## src/rtl/core/blphm_pkg.sv

```systemverilog
`timescale 1ns / 1ps

package blphm_pkg;

  // field widths
  localparam int FUNC_W   = 2;
  localparam int BAND_W   = 3;
  localparam int SAMPLE_W = 10;
  localparam int LEVEL_W  = 5;
  localparam int CHANGE_W = 6;
  localparam int CLASS_W  = 2;
  localparam int THR_W    = 11;
  localparam int MS_W     = 14;
  localparam int CFG_IDX_W  = 2;
  localparam int CFG_DATA_W = 14;

  // parameter defaults
  localparam int BAND_COUNT_DEF    = 7;
  localparam int HISTORY_DEPTH_DEF = 7;
  localparam int LEVEL_SHIFT_DEF   = 5;

  localparam logic [LEVEL_W-1:0] LEVEL_MAX = '1;
  localparam logic [MS_W-1:0]    QUIET_MAX = '1;

  // function codes
  localparam logic [FUNC_W-1:0] FUNC_SAMPLE = 2'd0;
  localparam logic [FUNC_W-1:0] FUNC_TICK   = 2'd1;
  localparam logic [FUNC_W-1:0] FUNC_CLEAR  = 2'd2;

  // peak classes
  localparam logic [CLASS_W-1:0] CLASS_GREEN  = 2'd0;
  localparam logic [CLASS_W-1:0] CLASS_ORANGE = 2'd1;
  localparam logic [CLASS_W-1:0] CLASS_RED    = 2'd2;

  // configuration register indexes
  localparam logic [CFG_IDX_W-1:0] CFG_ORANGE_FROM = 2'd0;
  localparam logic [CFG_IDX_W-1:0] CFG_RED_FROM    = 2'd1;
  localparam logic [CFG_IDX_W-1:0] CFG_LOUD_THR    = 2'd2;
  localparam logic [CFG_IDX_W-1:0] CFG_HOLD_MS     = 2'd3;

  // configuration reset values
  localparam logic [LEVEL_W-1:0] ORANGE_FROM_RST = 5'd16;
  localparam logic [LEVEL_W-1:0] RED_FROM_RST    = 5'd24;
  localparam logic [THR_W-1:0]   LOUD_THR_RST    = 11'd294;
  localparam logic [MS_W-1:0]    HOLD_MS_RST     = 14'd15000;

  function automatic logic [CLASS_W-1:0] class_of(
    input logic [LEVEL_W-1:0] pk,
    input logic [LEVEL_W-1:0] orange_from,
    input logic [LEVEL_W-1:0] red_from
  );
    logic [CLASS_W-1:0] cls;
    if (pk < orange_from) begin
      cls = CLASS_GREEN;
    end else if (pk >= red_from) begin
      cls = CLASS_RED;
    end else begin
      cls = CLASS_ORANGE;
    end
    return cls;
  endfunction

endpackage

```

## src/rtl/core/band_level_peak_hold_meter_top.sv

```systemverilog
`timescale 1ns / 1ps

// Band level meter with per-band peak hold and signal-present detection.
// Takes one transaction per clock cycle: func selects a band sample, a
// one-millisecond tick or a clear of every band's newest level. Each
// sample's result passes through the input register, then the result
// register; ticks and clears return nothing. The input stalls only while
// a finished sample result is held by out_stall. All band state lives in
// flip-flops and is updated as the transaction leaves the input register,
// so back-to-back samples on the same band need no stall. The total history
// sum and the sum of newest levels are kept as running registers, so a
// clear is a single subtract. Samples with a band index at or above
// BAND_COUNT, and the unused func code, are dropped. Configuration may be
// written only while no transaction is in flight.
module band_level_peak_hold_meter_top #(
  parameter int BAND_COUNT    = blphm_pkg::BAND_COUNT_DEF,
  parameter int HISTORY_DEPTH = blphm_pkg::HISTORY_DEPTH_DEF,
  parameter int LEVEL_SHIFT   = blphm_pkg::LEVEL_SHIFT_DEF
) (
  input  logic                                clk,
  input  logic                                rst_n,

  input  logic                                in_valid,
  output logic                                in_stall,
  input  logic [blphm_pkg::FUNC_W-1:0]        in_func,
  input  logic [blphm_pkg::BAND_W-1:0]        in_band,
  input  logic [blphm_pkg::SAMPLE_W-1:0]      in_sample,

  output logic                                out_valid,
  input  logic                                out_stall,
  output logic [blphm_pkg::BAND_W-1:0]        out_band_out,
  output logic [blphm_pkg::LEVEL_W-1:0]       out_level,
  output logic signed [blphm_pkg::CHANGE_W-1:0] out_change,
  output logic [blphm_pkg::LEVEL_W-1:0]       out_peak_level,
  output logic [blphm_pkg::CLASS_W-1:0]       out_peak_class,
  output logic                                out_signal_present,

  input  logic                                cfg_wen,
  input  logic [blphm_pkg::CFG_IDX_W-1:0]     cfg_index,
  input  logic [blphm_pkg::CFG_DATA_W-1:0]    cfg_wdata
);

  import blphm_pkg::*;

  localparam int BIDX_W  = (BAND_COUNT > 1) ? $clog2(BAND_COUNT) : 1;
  localparam int SUM_MAX = 31 * BAND_COUNT * HISTORY_DEPTH;
  localparam int SUM_W   = $clog2(SUM_MAX + 1);
  localparam int NS_W    = $clog2(31 * BAND_COUNT + 1);
  localparam int CMP_W   = (SUM_W > THR_W) ? SUM_W : THR_W;

  typedef logic [HISTORY_DEPTH-1:0][LEVEL_W-1:0] hist_row_t;

  // configuration
  logic [LEVEL_W-1:0] orange_from_r;
  logic [LEVEL_W-1:0] red_from_r;
  logic [THR_W-1:0]   loud_thr_r;
  logic [MS_W-1:0]    hold_ms_r;

  // input register
  logic                in_valid_r;
  logic [FUNC_W-1:0]   func_r;
  logic [BAND_W-1:0]   band_r;
  logic [SAMPLE_W-1:0] sample_r;

  // band state
  hist_row_t           hist_r   [BAND_COUNT];
  hist_row_t           hist_nxt [BAND_COUNT];
  logic [LEVEL_W-1:0]  peak_r   [BAND_COUNT];
  logic [CLASS_W-1:0]  class_r  [BAND_COUNT];
  logic [SUM_W-1:0]    hist_sum_r, hist_sum_nxt;
  logic [NS_W-1:0]     newest_sum_r, newest_sum_nxt;
  logic [MS_W-1:0]     quiet_r, quiet_nxt;

  // result register
  logic                       out_valid_r;
  logic [BAND_W-1:0]          band_out_r;
  logic [LEVEL_W-1:0]         level_r;
  logic signed [CHANGE_W-1:0] change_r;
  logic [LEVEL_W-1:0]         peak_level_r;
  logic [CLASS_W-1:0]         peak_class_r;
  logic                       present_r;

  // datapath
  logic                       band_ok;
  logic                       is_sample, is_tick, is_clear;
  logic                       out_free, advance, produce;
  logic [BIDX_W-1:0]          bidx;
  logic [SAMPLE_W-1:0]        shifted;
  logic [LEVEL_W-1:0]         lvl;
  hist_row_t                  row;
  logic [LEVEL_W-1:0]         prev, oldest, peak_cur;
  logic                       renew;
  logic [LEVEL_W-1:0]         peak_new;
  logic [CLASS_W-1:0]         class_new;
  logic [SUM_W-1:0]           sum_after;
  logic                       loud;

  assign band_ok   = 32'(band_r) < BAND_COUNT;
  assign is_sample = in_valid_r && (func_r == FUNC_SAMPLE) && band_ok;
  assign is_tick   = in_valid_r && (func_r == FUNC_TICK);
  assign is_clear  = in_valid_r && (func_r == FUNC_CLEAR);

  assign out_free = !out_valid_r || !out_stall;
  assign produce  = is_sample;
  // non-sample transactions retire without touching the result register
  assign advance  = in_valid_r && (!produce || out_free);
  assign in_stall = in_valid_r && !advance;

  assign bidx     = BIDX_W'(band_r);
  assign shifted  = sample_r >> LEVEL_SHIFT;
  assign lvl      = (shifted > SAMPLE_W'(LEVEL_MAX)) ? LEVEL_MAX : shifted[LEVEL_W-1:0];
  assign row      = hist_r[bidx];
  assign prev     = row[0];
  assign oldest   = row[HISTORY_DEPTH-1];
  assign peak_cur = peak_r[bidx];

  assign renew     = lvl >= peak_cur;
  assign peak_new  = renew ? lvl : (peak_cur - LEVEL_W'(1));
  assign class_new = renew ? class_of(lvl, orange_from_r, red_from_r) : class_r[bidx];

  assign sum_after = hist_sum_r - SUM_W'(oldest) + SUM_W'(lvl);
  assign loud      = CMP_W'(sum_after) >= CMP_W'(loud_thr_r);

  always_comb begin
    for (int b = 0; b < BAND_COUNT; b++) begin
      hist_nxt[b] = hist_r[b];
      if (is_clear) begin
        hist_nxt[b][0] = '0;
      end
    end
    if (is_sample) begin
      hist_nxt[bidx] = {row[HISTORY_DEPTH-2:0], lvl};
    end
  end

  always_comb begin
    hist_sum_nxt   = hist_sum_r;
    newest_sum_nxt = newest_sum_r;
    quiet_nxt      = quiet_r;
    if (is_sample) begin
      hist_sum_nxt   = sum_after;
      newest_sum_nxt = newest_sum_r - NS_W'(prev) + NS_W'(lvl);
      if (loud) begin
        quiet_nxt = '0;
      end
    end else if (is_clear) begin
      hist_sum_nxt   = hist_sum_r - SUM_W'(newest_sum_r);
      newest_sum_nxt = '0;
    end else if (is_tick) begin
      if (quiet_r != QUIET_MAX) begin
        quiet_nxt = quiet_r + MS_W'(1);
      end
    end
  end

  always_ff @(posedge clk) begin
    if (!rst_n) begin
      orange_from_r <= ORANGE_FROM_RST;
      red_from_r    <= RED_FROM_RST;
      loud_thr_r    <= LOUD_THR_RST;
      hold_ms_r     <= HOLD_MS_RST;
    end else if (cfg_wen) begin
      case (cfg_index)
        CFG_ORANGE_FROM: orange_from_r <= cfg_wdata[LEVEL_W-1:0];
        CFG_RED_FROM:    red_from_r    <= cfg_wdata[LEVEL_W-1:0];
        CFG_LOUD_THR:    loud_thr_r    <= cfg_wdata[THR_W-1:0];
        CFG_HOLD_MS:     hold_ms_r     <= cfg_wdata[MS_W-1:0];
        default: ;
      endcase
    end
  end

  always_ff @(posedge clk) begin
    if (!rst_n) begin
      in_valid_r <= 1'b0;
    end else if (!in_stall) begin
      in_valid_r <= in_valid;
    end
  end

  always_ff @(posedge clk) begin
    if (!in_stall && in_valid) begin
      func_r   <= in_func;
      band_r   <= in_band;
      sample_r <= in_sample;
    end
  end

  always_ff @(posedge clk) begin
    if (!rst_n) begin
      for (int b = 0; b < BAND_COUNT; b++) begin
        hist_r[b]  <= '0;
        peak_r[b]  <= '0;
        class_r[b] <= CLASS_GREEN;
      end
      hist_sum_r   <= '0;
      newest_sum_r <= '0;
      quiet_r      <= '0;
    end else if (advance) begin
      for (int b = 0; b < BAND_COUNT; b++) begin
        hist_r[b] <= hist_nxt[b];
      end
      if (is_sample) begin
        peak_r[bidx]  <= peak_new;
        class_r[bidx] <= class_new;
      end
      hist_sum_r   <= hist_sum_nxt;
      newest_sum_r <= newest_sum_nxt;
      quiet_r      <= quiet_nxt;
    end
  end

  always_ff @(posedge clk) begin
    if (!rst_n) begin
      out_valid_r <= 1'b0;
    end else if (advance && produce) begin
      out_valid_r <= 1'b1;
    end else if (!out_stall) begin
      out_valid_r <= 1'b0;
    end
  end

  always_ff @(posedge clk) begin
    if (advance && produce) begin
      band_out_r   <= band_r;
      level_r      <= lvl;
      change_r     <= signed'(CHANGE_W'(lvl) - CHANGE_W'(prev));
      peak_level_r <= peak_new;
      peak_class_r <= class_new;
      present_r    <= loud || (quiet_r < hold_ms_r);
    end
  end

  assign out_valid          = out_valid_r;
  assign out_band_out       = band_out_r;
  assign out_level          = level_r;
  assign out_change         = change_r;
  assign out_peak_level     = peak_level_r;
  assign out_peak_class     = peak_class_r;
  assign out_signal_present = present_r;

  // newest levels are part of the full history
  a_newest_in_total: assert property (@(posedge clk) disable iff (!rst_n)
    SUM_W'(newest_sum_r) <= hist_sum_r)
    else $error("newest-level sum exceeds history sum");

  a_sum_bound: assert property (@(posedge clk) disable iff (!rst_n)
    32'(hist_sum_r) <= SUM_MAX)
    else $error("history sum out of range");

  // a tick, a clear or a dropped transaction must not disturb a waiting result
  a_no_result: assert property (@(posedge clk) disable iff (!rst_n)
    (advance && !produce) |=> (out_valid_r == $past(out_valid_r && out_stall)))
    else $error("result appeared for a transaction without one");

  a_peak_ge_level: assert property (@(posedge clk) disable iff (!rst_n)
    out_valid_r |-> (peak_level_r >= level_r))
    else $error("peak hold below newest level");

  a_quiet_cleared: assert property (@(posedge clk) disable iff (!rst_n)
    (advance && is_sample && loud) |=> (quiet_r == '0))
    else $error("quiet timer not cleared on loud sample");

endmodule
```

## config.mk

```make
export PLATFORM = sky130hd
export DESIGN_NAME = band_level_peak_hold_meter_top
export DESIGN_NICKNAME = d
export VERILOG_FILES = /design/src/rtl/core/blphm_pkg.sv /design/src/rtl/core/band_level_peak_hold_meter_top.sv
export SDC_FILE = /design/constraint.sdc
export NUM_CORES = 1
export LEC_CHECK = 0
export BUFFER_PORTS_ARGS = -buffer_cell sky130_fd_sc_hd__buf_2
export CAP_MARGIN = 40
export CORE_MARGIN = 4
export CORE_UTILIZATION = 35
export CTS_CLUSTER_DIAMETER = 50
export CTS_CLUSTER_SIZE = 10
export DETAILED_ROUTE_END_ITERATION = 10
export GPL_ROUTABILITY_DRIVEN = 1
export SETUP_SLACK_MARGIN = 0.1
export SYNTH_ARGS = -nofsm -noshare
export SYNTH_HDL_FRONTEND = slang
export SYNTH_SLANG_ARGS = --single-unit
```

## constraint.sdc

```tcl
create_clock -name clk -period 7.29 [get_ports clk]
set_input_delay 0.3645 -clock clk [delete_from_list [all_inputs] [get_ports clk]]
set_output_delay 0.3645 -clock clk [all_outputs]
set_load 0.01 [all_outputs]
```

==> impl_metrics.prom, run 1 <==
# TYPE chip_impl_metric gauge
chip_impl_metric{name="synthesized_cell_area",unit="µm²"} 22600
chip_impl_metric{name="fin_skew",unit="ns"} 0.0347
chip_impl_metric{name="fin_area",unit="µm²"} 25300
chip_impl_metric{name="drive_above_1_share",unit="%"} 19.8
chip_impl_metric{name="clk_latency",unit="ns"} 0.61
chip_impl_metric{name="post_synth_num_cell_types",unit=""} 80
chip_impl_metric{name="drtPass1Iterations",unit=""} 5
chip_impl_metric{name="detailed_place_hpwl",unit="µm"} 33100
chip_impl_metric{name="final-instance-count-excl-fill",unit=""} 2879
chip_impl_metric{name="floorplan.initialDensity",unit="%"} 35.6
chip_impl_metric{name="synthesis.area_per_instance",unit="µm²"} 11.4
chip_impl_metric{name="leakagePower",unit="nW"} 8.95
chip_impl_metric{name="timing.setup.tns",unit="ns"} 0
chip_impl_metric{name="max_freq",unit="MHz"} 174
chip_impl_metric{name="seq_area",unit="µm²"} 11400
chip_impl_metric{name="final_hold_viol_count",unit=""} 0
chip_impl_metric{name="yosys_warnings",unit=""} 0
chip_impl_metric{name="synthesis.instances",unit=""} 1976
chip_impl_metric{name="grt_pass1_vias",unit=""} 15500
chip_impl_metric{name="groute.usage.overall",unit="%"} 15.6
chip_impl_info{name="cts_root_buf",value="clkbuf_16"} 1
chip_impl_metric{name="synth_enable_flop_cells",unit=""} 326
chip_impl_metric{name="grt_start_max_net_pins",unit=""} 122
chip_impl_info{name="tritoncts",value="done"} 1
chip_impl_metric{name="std_cell_rows",unit=""} 92
chip_impl_metric{name="place_area",unit="µm²"} 23700
chip_impl_info{name="setup.worst_path.class",value="register to register"} 1
chip_impl_metric{name="cts_setup_buffers",unit=""} 0
chip_impl_metric{name="sinks_on_clock_net",unit=""} 406
chip_impl_metric{name="port-buffer-count",unit=""} 54
chip_impl_metric{name="antenna_left",unit=""} 0
chip_impl_metric{name="clock_transition_time_at_the_flip_flop_clock_pins_of_the_worst_setup_and_hold_paths",unit="ns"} 0.06
chip_impl_metric{name="clock_tree.buffer_depth",unit=""} 3
chip_impl_metric{name="max-cap-violations",unit=""} 0
chip_impl_metric{name="fillers",unit=""} 5955
chip_impl_metric{name="syn_to_final_growth",unit="%"} 12.1
chip_impl_metric{name="first_pass_grt_wire_length",unit="µm"} 86300
chip_impl_metric{name="finalCoreUtilization",unit="%"} 39.9
chip_impl_metric{name="placeableCoreArea",unit="µm²"} 63400
chip_impl_metric{name="initial_antenna_violation_count",unit=""} 0
chip_impl_metric{name="place_ws",unit="ns"} 1.58
chip_impl_metric{name="max_slew_margin",unit="%"} 38.4
chip_impl_metric{name="antenna_cells_inserted",unit=""} 0
chip_impl_metric{name="synth_sequential_area_ratio",unit="%"} 50.4
chip_impl_metric{name="drt_iter0_drc",unit=""} 1011
chip_impl_metric{name="required_time_at_the_endpoint_of_the_critical_path",unit="ns"} 7.72
chip_impl_metric{name="floorplan.io_pins",unit=""} 60
chip_impl_metric{name="critPathMaxFanout",unit=""} 49
chip_impl_info{name="worstHoldPathType",value="input port to register"} 1
chip_impl_metric{name="die_area",unit="µm²"} 68600
chip_impl_info{name="worst_hold_startpoint",value="cfg_wdata[8]"} 1
chip_impl_metric{name="final_min_period_over_clock_period",unit="%"} 78.9
chip_impl_metric{name="final_net_count",unit=""} 2117
chip_impl_metric{name="detail_route.vias_per_cell",unit=""} 5.31
chip_impl_info{name="startpoint_type",value="register"} 1
chip_impl_metric{name="routed_wirelength",unit="µm"} 53600
chip_impl_info{name="grt_setup_unrepaired",value="no"} 1
chip_impl_metric{name="measured_slew_at_the_worst_slew_check_pin",unit="ns"} 0.924
chip_impl_metric{name="globalplace.congestion",unit=""} 0.810
chip_impl_info{name="outcome",value="completed"} 1
chip_impl_metric{name="timing.reg2reg.setup_slack",unit="ns"} 1.54
chip_impl_metric{name="final.setup.worst_slack",unit="ns"} 1.54
chip_impl_metric{name="synth_async_sr_flop_share",unit="%"} 0
chip_impl_metric{name="die_w",unit="µm"} 262
chip_impl_metric{name="wire_per_inst",unit="µm"} 18.6
chip_impl_metric{name="h-tree-depth",unit=""} 2
chip_impl_metric{name="pwr_density_cell",unit="nW/µm²"} 239
chip_impl_metric{name="ir_drop",unit="V"} 0.000158
chip_impl_metric{name="place_inst",unit=""} 2776
chip_impl_metric{name="cp_data_arrival_time",unit="ns"} 6.18
chip_impl_metric{name="maxSlewViolCount",unit=""} 0
chip_impl_metric{name="drc",unit=""} 0
chip_impl_metric{name="num_vias",unit=""} 15300
chip_impl_info{name="critPathCaptureType",value="register"} 1
chip_impl_metric{name="cts_made_buffers",unit=""} 52
chip_impl_metric{name="multi_input_area",unit="µm²"} 10200
chip_impl_metric{name="globalRoute.totalOverflow",unit=""} 0
chip_impl_info{name="synth_top_flop_cell",value="edfxtp_1"} 1
chip_impl_metric{name="synth.ff_latch_count",unit=""} 406
chip_impl_metric{name="timing.final.setup_violations",unit=""} 0
chip_impl_metric{name="floorplan.die.height",unit="µm"} 262
chip_impl_metric{name="finalCriticalPeriod",unit="ns"} 5.75
[cell usage after synthesis, drive strengths merged (8+ instances only)]
library cell	n	area (µm²)
a211oi	217	2230
a21boi	28	210
a21o	14	105
a21oi	68	355
and3	12	80.1
buf	49	363
clkbuf	93	353
dfxtp	80	1600
edfxtp	326	9790
fa	12	240
ha	71	888
inv	97	367
mux2	9	101
mux2i	78	963
mux4	51	1150
nand2	172	663
nand2b	8	50.1
nand3	58	290
nor2	293	1120
nor2b	16	100
o211ai	19	153
o21ai	80	412
or3	12	75.1
xnor2	14	123
xor2	15	131
[registers in the layout (all words and copies together) (netlist names), 5 cells and up, named ones only]
signal	count
out_change	6
hist_r	245
orange_from_r	5
hold_ms_r	14
red_from_r	5
sample_r	5
out_peak_level	5
quiet_r	14
hist_sum_r	11
out_level	5
newest_sum_r	8
class_r	16
peak_r	40
loud_thr_r	11
[cells in the final DEF, fill, tap and decap left out, types with 17 or more instances in the layout]
cell type	instances
a211oi_1	97
a211oi_2	120
a21boi_0	25
a21oi_1	66
buf_2	55
buf_4	26
clkbuf_1	20
clkbuf_16	52
dfxtp_1	77
edfxtp_1	326
ha_1	71
inv_1	93
mux2i_1	48
mux2i_2	22
mux4_2	51
nand2_1	167
nand3_1	58
nor2_1	291
o211ai_1	17
o21ai_0	35
o21ai_1	44
[timing repair]
| item | 4_1_cts | 5_1_grt |
|---|---|---|
| hold buffers | 14 | 0 |
| gates resized for setup | 0 | 0 |
| hold endpoints to repair | 16 | 0 |
[where the power goes]
group	total [mW]	internal, mW	switching (mW)
Sequential	2.68	2.60	0.0806
Combinational	1.06	0.408	0.653
Clock	2.31	1.33	0.988
[path summary, 6_finish.rpt]
check                  end  depth (start not counted)
min          loud_thr_r[8]                          3
max            quiet_r[11]                         18
min reg2reg  class_r[6][0]                          2
max reg2reg    quiet_r[11]                         18
[cell type report]
type,instances,share of cell area (%)
well taps,846,4.18
repair buffers,104,3.13
inverters,97,1.45
clock inverters,16,0.514
multi-input cells,1337,40.2
clock buffers,73,5.49
flip-flops and latches,406,45.0
[logic make-up after synthesis]
kind of cell / Yosys count / synth area share [%]
AND/OR/NAND/NOR: 611 / 11.8
AO/OA/AOI/OAI: 469 / 17.0
flip-flops: 406 / 50.4
buffers and inverters: 239 / 4.79
multiplexers: 138 / 9.80
adder cells (fa/ha/maj): 83 / 5.00
XOR/XNOR: 29 / 1.12
other: 1 / 0.0166
[stage by stage]
step | power [mW] | hold WS, ns
final | 6.06 | 0.0405
after global routing | 6.34 | 0.0214
after CTS | 6.12 | 0.00952
after detailed placement | 3.78 | 0.459
after global placement | 3.75 | 0.448
after floorplan | 3.52 | 0.438
[worst max-delay path, stage by stage (launching register included)]
cell and delay [ns]:
dfxtp_4 0.77, mux4_2 0.41, mux2_2 0.32, fa_1 0.49, inv_1 0.04, ha_1 0.35, and3_1 0.20, a2111o_1 0.45
a211oi_1 0.27, o21bai_2 0.17, xnor2_1 0.18, ha_1 0.29, and3_1 0.17, a221oi_1 0.27, o21a_1 0.21, o211ai_2 0.14
o21bai_1 0.53, or3_1 0.20, a21oi_1 0.07
[per-layer routing]
metal  routed length (µm)  track usage, %  vias to the layer above
li1                     -               -                     7343
met1                24100            21.1                     7544
met2                26000            26.8                      315
met3                 2450            2.34                       85
met4                 1010            3.72                        0
met5                    0               0                        -
(Power assumes the default switching activity.)
==> inputs of run 2 (changes only) <==
--- a/config.mk
+++ b/config.mk
@@ -5,6 +5,7 @@
 export SDC_FILE = /design/constraint.sdc
 export NUM_CORES = 1
 export LEC_CHECK = 0
+export ABC_AREA = 1
 export BUFFER_PORTS_ARGS = -buffer_cell sky130_fd_sc_hd__buf_2
 export CAP_MARGIN = 40
 export CORE_MARGIN = 4
==> constraint.sdc (replaced) <==
create_clock -name clk -period 5.3 [get_ports clk]
set_input_delay 0.265 -clock clk [delete_from_list [all_inputs] [get_ports clk]]
set_output_delay 0.265 -clock clk [all_outputs]
set_load 0.01 [all_outputs]
==> run 2 against run 1 <==
- combinational power up 16%
- critical path depth up 8
- non-clock buffer count increased by 21
- flip-flop and latch count unchanged
- worst hold slack improved by 0.024 ns
- clock power rose by 47%
- highest routed layer unchanged
- sequential power up 36%
- register-to-register slack worse by 0.92 ns
- critical path type unchanged
- final area down 1.2%
- worst setup slack worse by 0.92 ns
- sequential share of layout area is 0.54 points higher
==> impl_metrics.prom, run 2 <==
# TYPE chip_impl_metric gauge
chip_impl_metric{name="place_inst",unit=""} 3252
chip_impl_metric{name="synth_async_sr_flop_share",unit="%"} 0
chip_impl_info{name="yosys.area.top_type",value="edfxtp_1"} 1
chip_impl_metric{name="wire_per_inst",unit="µm"} 17.9
chip_impl_metric{name="clock_tree.buffer_depth",unit=""} 3
chip_impl_metric{name="die_w",unit="µm"} 259
chip_impl_metric{name="port-buffer-count",unit=""} 54
chip_impl_metric{name="die_area",unit="µm²"} 67000
chip_impl_metric{name="worst_hold_slack",unit="ns"} 0.0645
chip_impl_metric{name="leakagePower",unit="nW"} 9.61
chip_impl_metric{name="synth-simple-area-share",unit="%"} 14.2
chip_impl_metric{name="cp_data_arrival_time",unit="ns"} 5.21
chip_impl_metric{name="final_hold_viol_count",unit=""} 0
chip_impl_metric{name="syn_to_final_growth",unit="%"} 13.6
chip_impl_info{name="layout_commonest_cell",value="a21oi_1"} 1
chip_impl_metric{name="synth_sequential_area_ratio",unit="%"} 51.8
chip_impl_metric{name="finalCriticalPeriod",unit="ns"} 4.68
chip_impl_metric{name="number_of_flip_flops_in_the_largest_register",unit=""} 245
chip_impl_metric{name="placeableCoreArea",unit="µm²"} 61900
chip_impl_info{name="top_register",value="hist_r"} 1
chip_impl_metric{name="groute.usage.overall",unit="%"} 17.4
chip_impl_info{name="library_cell_with_the_highest_instance_count_after_synthesis",value="a21oi_1"} 1
chip_impl_metric{name="cts_made_buffers",unit=""} 54
chip_impl_info{name="grt_setup_unrepaired",value="no"} 1
chip_impl_metric{name="floorplan.io_pins",unit=""} 60
chip_impl_metric{name="synthesized_cell_area",unit="µm²"} 22000
chip_impl_metric{name="grt_start_max_net_pins",unit=""} 81
chip_impl_info{name="outcome",value="completed"} 1
chip_impl_info{name="biggestRegsByFlops",value="hist_r (245), peak_r (40), class_r (16)"} 1
chip_impl_metric{name="globalplace.congestion",unit=""} 0.856
chip_impl_metric{name="fillers",unit=""} 6082
chip_impl_metric{name="max-cap-violations",unit=""} 0
chip_impl_metric{name="synth.ff_latch_count",unit=""} 406
chip_impl_metric{name="fraction_of_synthesized_cell_area_in_xor_and_xnor_cells",unit="%"} 1.03
chip_impl_info{name="worstHoldPathType",value="input port to register"} 1
chip_impl_metric{name="required_time_at_the_endpoint_of_the_critical_path",unit="ns"} 5.83
chip_impl_metric{name="antenna_cells_inserted",unit=""} 0
chip_impl_metric{name="cts_setup_buffers",unit=""} 0
chip_impl_metric{name="max_freq",unit="MHz"} 214
chip_impl_metric{name="initial_antenna_violation_count",unit=""} 0
chip_impl_metric{name="clock_transition_time_at_the_flip_flop_clock_pins_of_the_worst_setup_and_hold_paths",unit="ns"} 0.05
chip_impl_metric{name="final-instance-count-excl-fill",unit=""} 3372
chip_impl_info{name="combinational_family_with_the_most_area_after_synthesis",value="compound AO/OA/AOI/OAI gates"} 1
chip_impl_info{name="synth_top_flop_cell",value="edfxtp_1"} 1
chip_impl_metric{name="num_vias",unit=""} 18200
chip_impl_metric{name="clk_latency",unit="ns"} 0.62
chip_impl_info{name="ranking_of_synthesized_cells_by_instance_count",value="339 x a21oi_1, 333 x nand2_1, 326 x edfxtp_1"} 1
chip_impl_metric{name="floorplan.die.height",unit="µm"} 259
chip_impl_metric{name="fin_area",unit="µm²"} 25000
chip_impl_metric{name="critPathMaxFanout",unit=""} 17
chip_impl_metric{name="grt_pass1_vias",unit=""} 17500
chip_impl_metric{name="drive_above_1_share",unit="%"} 9.27
chip_impl_metric{name="synth_compound_area_share",unit="%"} 20.6
chip_impl_info{name="setup.worst_path.class",value="register to register"} 1
chip_impl_info{name="critPathCaptureType",value="register"} 1
chip_impl_metric{name="pwr_density_cell",unit="nW/µm²"} 330
chip_impl_metric{name="first_pass_grt_wire_length",unit="µm"} 94800
chip_impl_metric{name="ir_drop",unit="V"} 0.000303
chip_impl_metric{name="drt_iter0_drc",unit=""} 1641
chip_impl_info{name="tritoncts",value="done"} 1
chip_impl_metric{name="antenna_left",unit=""} 0
chip_impl_metric{name="maxSlewViolCount",unit=""} 0
chip_impl_metric{name="drc",unit=""} 0
chip_impl_metric{name="detailed_place_hpwl",unit="µm"} 36400
chip_impl_metric{name="synth_enable_flop_cells",unit=""} 326
chip_impl_metric{name="routed_wirelength",unit="µm"} 60200
chip_impl_metric{name="sinks_on_clock_net",unit=""} 406
chip_impl_info{name="startpoint_type",value="register"} 1
chip_impl_metric{name="post_synth_num_cell_types",unit=""} 50
chip_impl_metric{name="timing.final.setup_violations",unit=""} 0
chip_impl_metric{name="synthesis.instances",unit=""} 2470
chip_impl_metric{name="floorplan.initialDensity",unit="%"} 35.5
chip_impl_metric{name="synth.area.mux_share",unit="%"} 0.182
chip_impl_metric{name="yosys_warnings",unit=""} 0
chip_impl_info{name="most-common-layout-cells",value="339 x a21oi_1, 332 x nand2_1, 326 x edfxtp_1"} 1
chip_impl_info{name="cts_root_buf",value="clkbuf_16"} 1
chip_impl_metric{name="synthesis.area_per_instance",unit="µm²"} 8.91
chip_impl_metric{name="final_min_period_over_clock_period",unit="%"} 88.3
chip_impl_metric{name="final_net_count",unit=""} 2617
chip_impl_metric{name="std_cell_rows",unit=""} 91
chip_impl_metric{name="globalRoute.totalOverflow",unit=""} 0
chip_impl_metric{name="max_slew_margin",unit="%"} 42.8
chip_impl_metric{name="yosys.area_share.adder",unit="%"} 5.13
chip_impl_metric{name="h-tree-depth",unit=""} 2
chip_impl_metric{name="place_area",unit="µm²"} 23100
chip_impl_metric{name="drtPass1Iterations",unit=""} 5
chip_impl_metric{name="detail_route.vias_per_cell",unit=""} 5.38
chip_impl_info{name="post_synth_main_area_contributors",value="edfxtp_1 44%, a21oi_1 7.7%, dfxtp_1 7.3%, o21ai_0 6.7%, nand2_1 5.7%"} 1
chip_impl_metric{name="timing.setup.tns",unit="ns"} 0
chip_impl_metric{name="fin_skew",unit="ns"} 0.0472
chip_impl_metric{name="measured_slew_at_the_worst_slew_check_pin",unit="ns"} 0.852
chip_impl_metric{name="synth_largest_type_area_fraction",unit="%"} 44.5
run 2: cell count changes after synthesis, sizes merged, moves of 21 or more:
cell	previous run	this run
nor2	293	234
mux2i	78	4
mux4	51	0
a21oi	68	359
nand3	58	126
nand2	172	339
o22ai	1	32
a311oi	0	21
a21boi	28	1
a211oi	217	12
inv	97	216
o21ai	80	367
run 2: path summary, 6_finish.rpt:
| kind | from | endpoint | slack, ns | depth (start not counted) |
|---|---|---|---|---|
| setup / recovery | register | quiet_r[12] | 0.62 | 26 |
| hold / removal | out_stall | out_valid | 0.06 | 3 |
| setup reg to reg | register | quiet_r[12] | 0.62 | 26 |
| hold reg to reg | newest_sum_r[2] | newest_sum_r[2] | 0.46 | 2 |
run 2: cell type report:
cell class / instances / area [µm²] / share of cell area [%]
Sequential cell: 406 / 11400 / 45.6
Multi-Input combinational cell: 1693 / 9150 / 36.6
Clock buffer: 75 / 1460 / 5.84
Tap cell: 837 / 1050 / 4.19
Timing Repair Buffer: 125 / 953 / 3.81
Inverter: 218 / 825 / 3.30
Clock inverter: 18 / 178 / 0.710
run 2: worst max-delay path, cell delays in order, from the launching register on:
cell      delay, ns
dfxtp_2        0.54
clkinv_2       0.33
o21ai_0        0.16
o22ai_1        0.09
nand2_1        0.06
o21ai_0        0.16
fa_1           0.54
inv_1          0.05
ha_1           0.39
nand2_1        0.09
nor2_1         0.12
nand2_1        0.06
nand3_1        0.14
nand2_1        0.07
nand2_1        0.07
xor2_1         0.24
inv_1          0.08
ha_1           0.32
nand2_1        0.06
nor2_1         0.12
nand2_1        0.07
nor2_1         0.15
nor2_1         0.06
nand3_1        0.15
buf_4          0.22
nand3_1        0.10
a21oi_1        0.17
run 2: cells by family (layout without fill, tap and decap cells):
logic type / after synthesis / after routing
AO/OA/AOI/OAI: 838 / 838
XOR/XNOR: 26 / 26
adder cells (fa/ha/maj): 83 / 83
buffers and inverters: 377 / 436
flip-flops: 406 / 406
multiplexers: 4 / 4
other: 1 / 7
AND/OR/NAND/NOR: 735 / 735
run 2: metal layers:
layer / GRT usage [%] / vias to the layer above / part of all wire, %
li1: - / 8723 / -
met1: 23.6 / 8722 / 45
met2: 28.7 / 596 / 46
met3: 2.79 / 109 / 6.3
met4: 5.49 / 0 / 2.7
met5: 0 / - / 0
run 2: report_power, final:
group	internal [mW]	leakage, nW	total (mW)	switching, mW
combinational	0.379	4.82	1.23	0.854
clock	1.97	0.793	3.39	1.42
sequential	3.57	4.00	3.64	0.0677
total	5.92	9.61	8.26	2.34
run 2: per-stage QoR:
stage / total power, mW / setup WS [ns] / utilization, %
final: 8.26 / 0.618 / 40.4
after global routing: 8.63 / 0.161 / 40.4
after CTS: 8.32 / 0.627 / 40.4
after detailed placement: 4.91 / 0.649 / 37.3
after global placement: 4.87 / 0.721 / 37.1
after floorplan: 4.54 / 1.07 / -
run 2: what timing repair did:
action                    CTS  global route
hold buffers               27             0
resized for setup           0             0
hold endpoints to repair   38             0
